[src/sv/u8wbt_pkg.sv]
// Package of the UTF-8 word and bigram tokenizer: widths, class codes and helpers.
// Used by the tokenizer top level, its port checker and the testbench; depends on nothing else.
package u8wbt_pkg;

    localparam int BYTE_W      = 8;
    localparam int MAX_RESULTS = 8;
    localparam int CNT_W       = $clog2(MAX_RESULTS + 1);

    localparam logic [1:0] WORD_NONE = 2'd0;
    localparam logic [1:0] WORD_ONE  = 2'd1;
    localparam logic [1:0] WORD_MANY = 2'd2;

    localparam logic [1:0] RUN_EMPTY = 2'd0;
    localparam logic [1:0] RUN_ONE   = 2'd1;
    localparam logic [1:0] RUN_MANY  = 2'd2;

    localparam logic [7:0] HIGH_BIT_MASK = 8'h80;
    localparam logic [7:0] LEAD2_MASK    = 8'hE0;
    localparam logic [7:0] LEAD2_CODE    = 8'hC0;
    localparam logic [7:0] LEAD3_MASK    = 8'hF0;
    localparam logic [7:0] LEAD3_CODE    = 8'hE0;
    localparam logic [7:0] LEAD4_MASK    = 8'hF8;
    localparam logic [7:0] LEAD4_CODE    = 8'hF0;

    localparam logic [7:0] CHAR_0      = 8'h30;
    localparam logic [7:0] CHAR_9      = 8'h39;
    localparam logic [7:0] CHAR_UP_A   = 8'h41;
    localparam logic [7:0] CHAR_UP_Z   = 8'h5A;
    localparam logic [7:0] CHAR_LO_A   = 8'h61;
    localparam logic [7:0] CHAR_LO_Z   = 8'h7A;
    localparam logic [7:0] CASE_OFFSET = 8'h20;

    typedef struct packed {
        logic [31:0] cp;
        logic [2:0]  len;
        logic        last_end;
    } cp_seg_t;

    function automatic logic [1:0] lead_extra(input logic [7:0] b);
        logic [1:0] extra;
        extra = 2'd0;
        if ((b & LEAD2_MASK) == LEAD2_CODE) extra = 2'd1;
        else if ((b & LEAD3_MASK) == LEAD3_CODE) extra = 2'd2;
        else if ((b & LEAD4_MASK) == LEAD4_CODE) extra = 2'd3;
        return extra;
    endfunction

    function automatic logic is_upper(input logic [7:0] b);
        return (b >= CHAR_UP_A) && (b <= CHAR_UP_Z);
    endfunction

    function automatic logic is_alnum(input logic [7:0] b);
        return ((b >= CHAR_0) && (b <= CHAR_9)) || is_upper(b) ||
               ((b >= CHAR_LO_A) && (b <= CHAR_LO_Z));
    endfunction

    function automatic logic [7:0] to_lower(input logic [7:0] b);
        return is_upper(b) ? (b + CASE_OFFSET) : b;
    endfunction

    function automatic logic [7:0] cp_byte(input logic [31:0] cp, input logic [1:0] idx);
        return cp[{idx, 3'b000} +: 8];
    endfunction

endpackage

[src/sv/utf8_word_and_bigram_tokenizer.sv]
// A byte's first token word is registered and appears in the cycle after the byte is accepted.
// Throughput: one byte per cycle while each byte yields at most one word and m_tready is high;
// a byte with more words holds the input until its last word leaves, one word per ready cycle.
// Reset (rst_n, asynchronous, active low) clears the word and code point state and empties
// the result buffer; the block accepts a byte in the first cycle after reset.
module utf8_word_and_bigram_tokenizer
    import u8wbt_pkg::*;
(
    input  logic              clk,
    input  logic              rst_n,
    input  logic              s_tvalid,
    output logic              s_tready,
    input  logic [BYTE_W-1:0] s_tdata,   // in_byte
    input  logic              s_tlast,   // end_of_text
    output logic              m_tvalid,
    input  logic              m_tready,
    output logic [BYTE_W-1:0] m_tdata,   // out_byte
    output logic              m_tlast,   // token_end
    output logic              m_tuser    // burst_last
);

    logic [7:0]  held_word_reg, held_word_next;
    logic [1:0]  word_class_reg, word_class_next;
    logic [31:0] prev_cp_reg, prev_cp_next;
    logic [2:0]  prev_len_reg, prev_len_next;
    logic [31:0] cur_cp_reg, cur_cp_next;
    logic [2:0]  cur_len_reg, cur_len_next;
    logic [1:0]  need_reg, need_next;
    logic [1:0]  run_class_reg, run_class_next;

    logic [7:0]  buf_byte_reg [MAX_RESULTS];
    logic [MAX_RESULTS-1:0] buf_end_reg;
    logic [CNT_W-1:0] remain_reg;

    logic        accept;
    logic        beat;
    logic        eot;
    logic [7:0]  in_byte;
    logic [7:0]  lower_byte;
    logic [31:0] grown_cp;
    logic [2:0]  grown_len;
    logic        complete;
    cp_seg_t     comp_seg;
    cp_seg_t     a_seg;
    cp_seg_t     b_seg;
    logic [1:0]  word_cnt;
    logic [7:0]  word_byte0;
    logic [7:0]  word_byte1;
    logic [1:0]  word_end;
    logic [3:0]  total;
    logic [CNT_W-1:0] count;
    logic [8:0]  slot [MAX_RESULTS];

    function automatic logic [8:0] pick_slot(
        input logic [2:0] k,
        input logic [1:0] nw,
        input logic [7:0] w0,
        input logic [7:0] w1,
        input logic [1:0] wend,
        input cp_seg_t    a,
        input cp_seg_t    b
    );
        logic [3:0] j;
        logic [3:0] j2;
        logic [2:0] idx3;
        logic [8:0] res;
        j   = {1'b0, k} - {2'b00, nw};
        j2  = j - {1'b0, a.len};
        res = '0;
        if ({1'b0, k} < {2'b00, nw}) begin
            res = k[0] ? {wend[1], w1} : {wend[0], w0};
        end
        else if (j < {1'b0, a.len}) begin
            idx3 = a.len - 3'd1 - j[2:0];
            res  = {a.last_end && (j == ({1'b0, a.len} - 4'd1)), cp_byte(a.cp, idx3[1:0])};
        end
        else if (j2 < {1'b0, b.len}) begin
            idx3 = b.len - 3'd1 - j2[2:0];
            res  = {b.last_end && (j2 == ({1'b0, b.len} - 4'd1)), cp_byte(b.cp, idx3[1:0])};
        end
        return res;
    endfunction

    assign in_byte    = s_tdata;
    assign eot        = s_tlast;
    assign lower_byte = to_lower(in_byte);
    assign grown_cp   = {cur_cp_reg[23:0], in_byte};
    assign grown_len  = cur_len_reg + 3'd1;

    assign s_tready = (remain_reg == '0) || ((remain_reg == CNT_W'(1)) && m_tready);
    assign accept   = s_tvalid && s_tready;
    assign beat     = m_tvalid && m_tready;

    assign m_tvalid = (remain_reg != '0);
    assign m_tdata  = buf_byte_reg[0];
    assign m_tlast  = buf_end_reg[0];
    assign m_tuser  = (remain_reg == CNT_W'(1));

    always_comb
    begin
        held_word_next  = held_word_reg;
        word_class_next = word_class_reg;
        prev_cp_next    = prev_cp_reg;
        prev_len_next   = prev_len_reg;
        cur_cp_next     = cur_cp_reg;
        cur_len_next    = cur_len_reg;
        need_next       = need_reg;
        run_class_next  = run_class_reg;
        complete        = 1'b0;
        comp_seg        = '0;
        a_seg           = '0;
        b_seg           = '0;
        word_cnt        = 2'd0;
        word_byte0      = held_word_reg;
        word_byte1      = lower_byte;
        word_end        = 2'b00;

        if (need_reg != 2'd0)
        begin
            cur_cp_next   = grown_cp;
            cur_len_next  = grown_len;
            need_next     = need_reg - 2'd1;
            complete      = (need_reg == 2'd1) || eot;
            comp_seg.cp   = grown_cp;
            comp_seg.len  = grown_len;
        end
        else if ((in_byte & HIGH_BIT_MASK) == '0)
        begin
            if (run_class_reg == RUN_ONE)
            begin
                a_seg.cp       = prev_cp_reg;
                a_seg.len      = prev_len_reg;
                a_seg.last_end = 1'b1;
            end
            run_class_next = RUN_EMPTY;
            prev_cp_next   = '0;
            prev_len_next  = '0;
            if (is_alnum(in_byte))
            begin
                held_word_next = lower_byte;
                if (word_class_reg != WORD_NONE)
                begin
                    word_cnt        = eot ? 2'd2 : 2'd1;
                    word_end        = {1'b1, 1'b0};
                    word_class_next = WORD_MANY;
                end
                else
                begin
                    word_class_next = WORD_ONE;
                end
            end
            else
            begin
                if (word_class_reg == WORD_MANY)
                begin
                    word_cnt = 2'd1;
                    word_end = 2'b01;
                end
                word_class_next = WORD_NONE;
                held_word_next  = '0;
            end
        end
        else
        begin
            if (word_class_reg == WORD_MANY)
            begin
                word_cnt = 2'd1;
                word_end = 2'b01;
            end
            word_class_next = WORD_NONE;
            held_word_next  = '0;
            cur_cp_next     = {24'b0, in_byte};
            cur_len_next    = 3'd1;
            need_next       = lead_extra(in_byte);
            complete        = (lead_extra(in_byte) == 2'd0) || eot;
            comp_seg.cp     = {24'b0, in_byte};
            comp_seg.len    = 3'd1;
        end

        if (complete)
        begin
            cur_cp_next   = '0;
            cur_len_next  = '0;
            need_next     = 2'd0;
            prev_cp_next  = comp_seg.cp;
            prev_len_next = comp_seg.len;
            if (run_class_reg == RUN_EMPTY)
            begin
                run_class_next = RUN_ONE;
                if (eot)
                begin
                    a_seg.cp       = comp_seg.cp;
                    a_seg.len      = comp_seg.len;
                    a_seg.last_end = 1'b1;
                end
            end
            else
            begin
                a_seg.cp       = prev_cp_reg;
                a_seg.len      = prev_len_reg;
                a_seg.last_end = 1'b0;
                b_seg.cp       = comp_seg.cp;
                b_seg.len      = comp_seg.len;
                b_seg.last_end = 1'b1;
                run_class_next = RUN_MANY;
            end
        end

        if (eot)
        begin
            held_word_next  = '0;
            word_class_next = WORD_NONE;
            prev_cp_next    = '0;
            prev_len_next   = '0;
            cur_cp_next     = '0;
            cur_len_next    = '0;
            need_next       = 2'd0;
            run_class_next  = RUN_EMPTY;
        end
    end

    always_comb
    begin
        total = {2'b00, word_cnt} + {1'b0, a_seg.len} + {1'b0, b_seg.len};
        count = (total > 4'(MAX_RESULTS)) ? CNT_W'(MAX_RESULTS) : CNT_W'(total);
        for (int k = 0; k < MAX_RESULTS; k++)
        begin
            slot[k] = pick_slot(3'(k), word_cnt, word_byte0, word_byte1, word_end,
                                a_seg, b_seg);
        end
    end

    always_ff @(posedge clk or negedge rst_n)
    begin
        if (!rst_n)
        begin
            held_word_reg  <= '0;
            word_class_reg <= WORD_NONE;
            prev_cp_reg    <= '0;
            prev_len_reg   <= '0;
            cur_cp_reg     <= '0;
            cur_len_reg    <= '0;
            need_reg       <= '0;
            run_class_reg  <= RUN_EMPTY;
            remain_reg     <= '0;
        end
        else
        begin
            if (accept)
            begin
                held_word_reg  <= held_word_next;
                word_class_reg <= word_class_next;
                prev_cp_reg    <= prev_cp_next;
                prev_len_reg   <= prev_len_next;
                cur_cp_reg     <= cur_cp_next;
                cur_len_reg    <= cur_len_next;
                need_reg       <= need_next;
                run_class_reg  <= run_class_next;
                remain_reg     <= count;
            end
            else if (beat)
            begin
                remain_reg <= remain_reg - CNT_W'(1);
            end
        end
    end

    // The result buffer shifts toward slot 0, which always drives the output.
    always_ff @(posedge clk)
    begin
        if (accept)
        begin
            for (int k = 0; k < MAX_RESULTS; k++)
            begin
                buf_byte_reg[k] <= slot[k][7:0];
                buf_end_reg[k]  <= slot[k][8];
            end
        end
        else if (beat)
        begin
            for (int k = 0; k < MAX_RESULTS - 1; k++)
            begin
                buf_byte_reg[k] <= buf_byte_reg[k+1];
                buf_end_reg[k]  <= buf_end_reg[k+1];
            end
        end
    end

endmodule

[config.mk]
export PLATFORM = sky130hd
export DESIGN_NAME = utf8_word_and_bigram_tokenizer
export DESIGN_NICKNAME = d
export VERILOG_FILES = /design/src/sv/u8wbt_pkg.sv /design/src/sv/utf8_word_and_bigram_tokenizer.sv
export SDC_FILE = /design/constraint.sdc
export NUM_CORES = 1
export LEC_CHECK = 0
export BUFFER_PORTS_ARGS = -buffer_cell sky130_fd_sc_hd__buf_2
export CAP_MARGIN = 20
export CORE_MARGIN = 5
export CORE_UTILIZATION = 35
export CTS_BUF_LIST = sky130_fd_sc_hd__clkbuf_2 sky130_fd_sc_hd__clkbuf_4 sky130_fd_sc_hd__clkbuf_8
export DETAILED_ROUTE_END_ITERATION = 10
export SYNTH_ARGS = -nofsm -noshare
export SYNTH_HDL_FRONTEND = slang
export SYNTH_SLANG_ARGS = --single-unit
[constraint.sdc]
create_clock -name clk -period 9.35 [get_ports clk]
set_input_delay 0.4675 -clock clk [delete_from_list [all_inputs] [get_ports clk]]
set_output_delay 0.4675 -clock clk [all_outputs]
set_load 0.01 [all_outputs]
==> reports/qor.yml <==
status: "completed"
yosys.area.top_type: "edfxtp_1"
cts_made_buffers: 17
cts_sinks: 152
layout_common_cells: "nand2_1, nor2_1, mux2i_1"
fin_crit_ps: 5480
fp.coreArea_mm2: 0.0304
internal-power_uw: 1710
synth.yosys.warnings: 0
pwr-share-clk: 0.161
syn_inst: 1170
syn_area_mm2: 0.0107
synth_seq_cells: 152
num_vias: 9044
async_flop_share: 0.526
grt_max_degree: 72
drv_cap: 0
rsz0062_at_grt: "false"
die_area_mm2: 0.0342
setup_viol: 0
fin_crit_sh: 0.586
crit_path_top_delay_cell: "a2111oi_0"
synth_top_area_share: 0.202
comb_power_share: 0.531
dp_hpwl_mm: 23.8
clock_latency_ps: 480
layout-drive-gt1-share: 0.0978
p_seq_frac: 0.308
die_h_um: 185
ys_top_cells_by_area: "edfxtp_1, dfrtp_1, mux2i_1"
cts_tree: "built"
relSlewSlack: 0.189
required_ps: 9640
layout.nets: 1208
synth_nets: 1235
critPathMaxFanout: 27
ant_nets: 0
grt_pass1_wl_mm: 51.6
r2r_start: "need_reg[1]"
reg2reg_to: "buf_byte_reg[1][15]"
track_usage: 0.194
antenna_cells: 0
wl_mm: 33.1
drc: 0
grt_antenna_before_repair: 3
p_sw_frac: 0.482
die_width_um: 185
path_class: "reg2reg"
dpl_cell_area_mm2: 0.0111
fin_util: 0.379
grt_pass1_vias: 8465
slew_violations: 0
r2r_cells: 15
cp.buffers_inverters: 2
crit_chain: "or3_1, nand3_1, buf_4, o21ai_0, and2_1, ha_1, fa_1, fa_1, inv_1, ha_1, a2111oi_0, nand2_1, nor2_1, a21oi_1, o31ai_1"
vias_per_cell: 5.83
start_kind: "register"
fmax_mhz: 182
synth_edf_count: 72
syn_area_per_cell_um2: 9.16
synth-seq-area-share: 0.388
gp_congestion: 0.918
ys_types: 77
wl_per_cell_um: 21.3
ir_drop_v: 0.000179
p_sw_uw: 1590
drt_first_pass_iters: 5
fin_skew_ps: 18.2
stdcell_area_mm2: 0.0115
ios: 25
start_util: 0.352
powerDensity_mw_per_mm2: 286
p_leak_uw: 0.00474
h-tree-depth: 4
overflow: 0
final_common_cell: "nand2_1"
hold_viol_final: 0
clk_pin_slew_ps: 100
area_growth_pct: 7.56
first_iter_violations: 1016
worst_pin_slew_ps: 1210
port_buffers: 24
cpPeakStageDelay_ps: 670
yosys_most_used_dff: "dfrtp_1"
clockBufferDepth: 2
cts_setup_buffers: 0
path_delay_family: "simple AND/OR/NAND/NOR gates"
setup_tns_ps: 0
end_kind: "register"
regToRegSetupSlack_ps: 3870
arrival_ps: 5770
largest_register_ff_count: 64
hp-class: "in2async"
ctsRootBufferMaster: "clkbuf_8"
std_cell_rows: 64
-- cell families (layout without fill, tap and decap cells) --
| group | after synthesis | in the layout | synth area share |
|---|---|---|---|
| compound gates | 344 | 344 | 0.226 |
| xor+xnor | 25 | 25 | 0.0222 |
| fa+ha+maj | 52 | 52 | 0.0677 |
| buf+inv | 132 | 118 | 0.0516 |
| flops | 152 | 152 | 0.388 |
| mux | 98 | 98 | 0.0931 |
| simple gates | 367 | 367 | 0.151 |
-- worst max-delay path by stage --
stage,start,to,slack [ps],depth (start not counted)
after global routing,need_reg[1],buf_byte_reg[1][13],3500,15
final,need_reg[1],buf_byte_reg[1][15],3870,15
after CTS,need_reg[1],buf_byte_reg[0][9],3810,16
after global placement,s_tdata[5],buf_byte_reg[0][9],3630,19
after detailed placement,s_tdata[5],buf_byte_reg[0][9],3550,19
after floorplan,s_tdata[3],buf_byte_reg[1][4],3810,17
-- stage by stage --
stage | total power (uW) | hold slack (ps) | std cells | setup slack (ps)
finish | 3300 | 358 | 1552 | 3870
global route | 3490 | 351 | 1552 | 3500
CTS | 3270 | 337 | 1551 | 3810
detailed placement | 2740 | 320 | 1518 | 3550
global placement | 2720 | 322 | 1517 | 3630
floorplan | 2270 | 172 | 1170 | 3810
-- layout make-up --
cell class | count | area (um2)
fill | 3056 | 18900
multi-input combinational | 886 | 6040
sequential | 152 | 4160
tap | 396 | 495
timing repair buffer | 44 | 283
clock buffer | 17 | 234
clock inverter | 15 | 158
inverter | 42 | 158
-- power by group through the flow --
stage	sequential, uW	clock (uW)	combinational (uW)
after global placement	1030	0	1690
after CTS	1020	538	1710
final	1020	531	1750
after global routing	1040	565	1890
after detailed placement	1030	0	1710
after floorplan	988	0	1280
-- repair_timing --
| action | in CTS | in global routing |
|---|---|---|
| hold buffers | 1 | 0 |
| resized for setup | 0 | 0 |
| hold endpoints to repair | 10 | 0 |
-- worst register-to-register path: stages (launching register included) --
cell and delay, ps:
dfrtp_1 520, or3_1 650, nand3_1 180, buf_4 340
o21ai_0 240, and2_1 260, ha_1 310, fa_1 500
fa_1 580, inv_1 60, ha_1 270, a2111oi_0 670
nand2_1 390, nor2_1 190, a21oi_1 60, o31ai_1 100
-- cell usage after synthesis, types with 7 or more instances --
library cell and instances:
a21o_1 18, a21oi_1 55, a221oi_1 28, a22o_1 27
a31oi_1 12, and2_1 7, buf_1 7, buf_2 9
buf_4 8, clkbuf_1 65, dfrtp_1 80, edfxtp_1 72
fa_1 10, ha_1 42, inv_1 38, mux2_2 14
mux2i_1 84, nand2_1 171, nand3_1 17, nor2_1 114
nor3_1 11, o211ai_1 8, o21a_1 7, o21ai_0 74
o2bb2ai_1 20, o31ai_1 38, xnor2_1 18
-- routing by layer --
metal	track usage	share of wire
met1	0.297	0.47
met3	0.0340	0.082
met4	0.0470	0.016
met2	0.284	0.43
met5	0	0.0011
No activity file was read; power rests on OpenSTA's default activity.
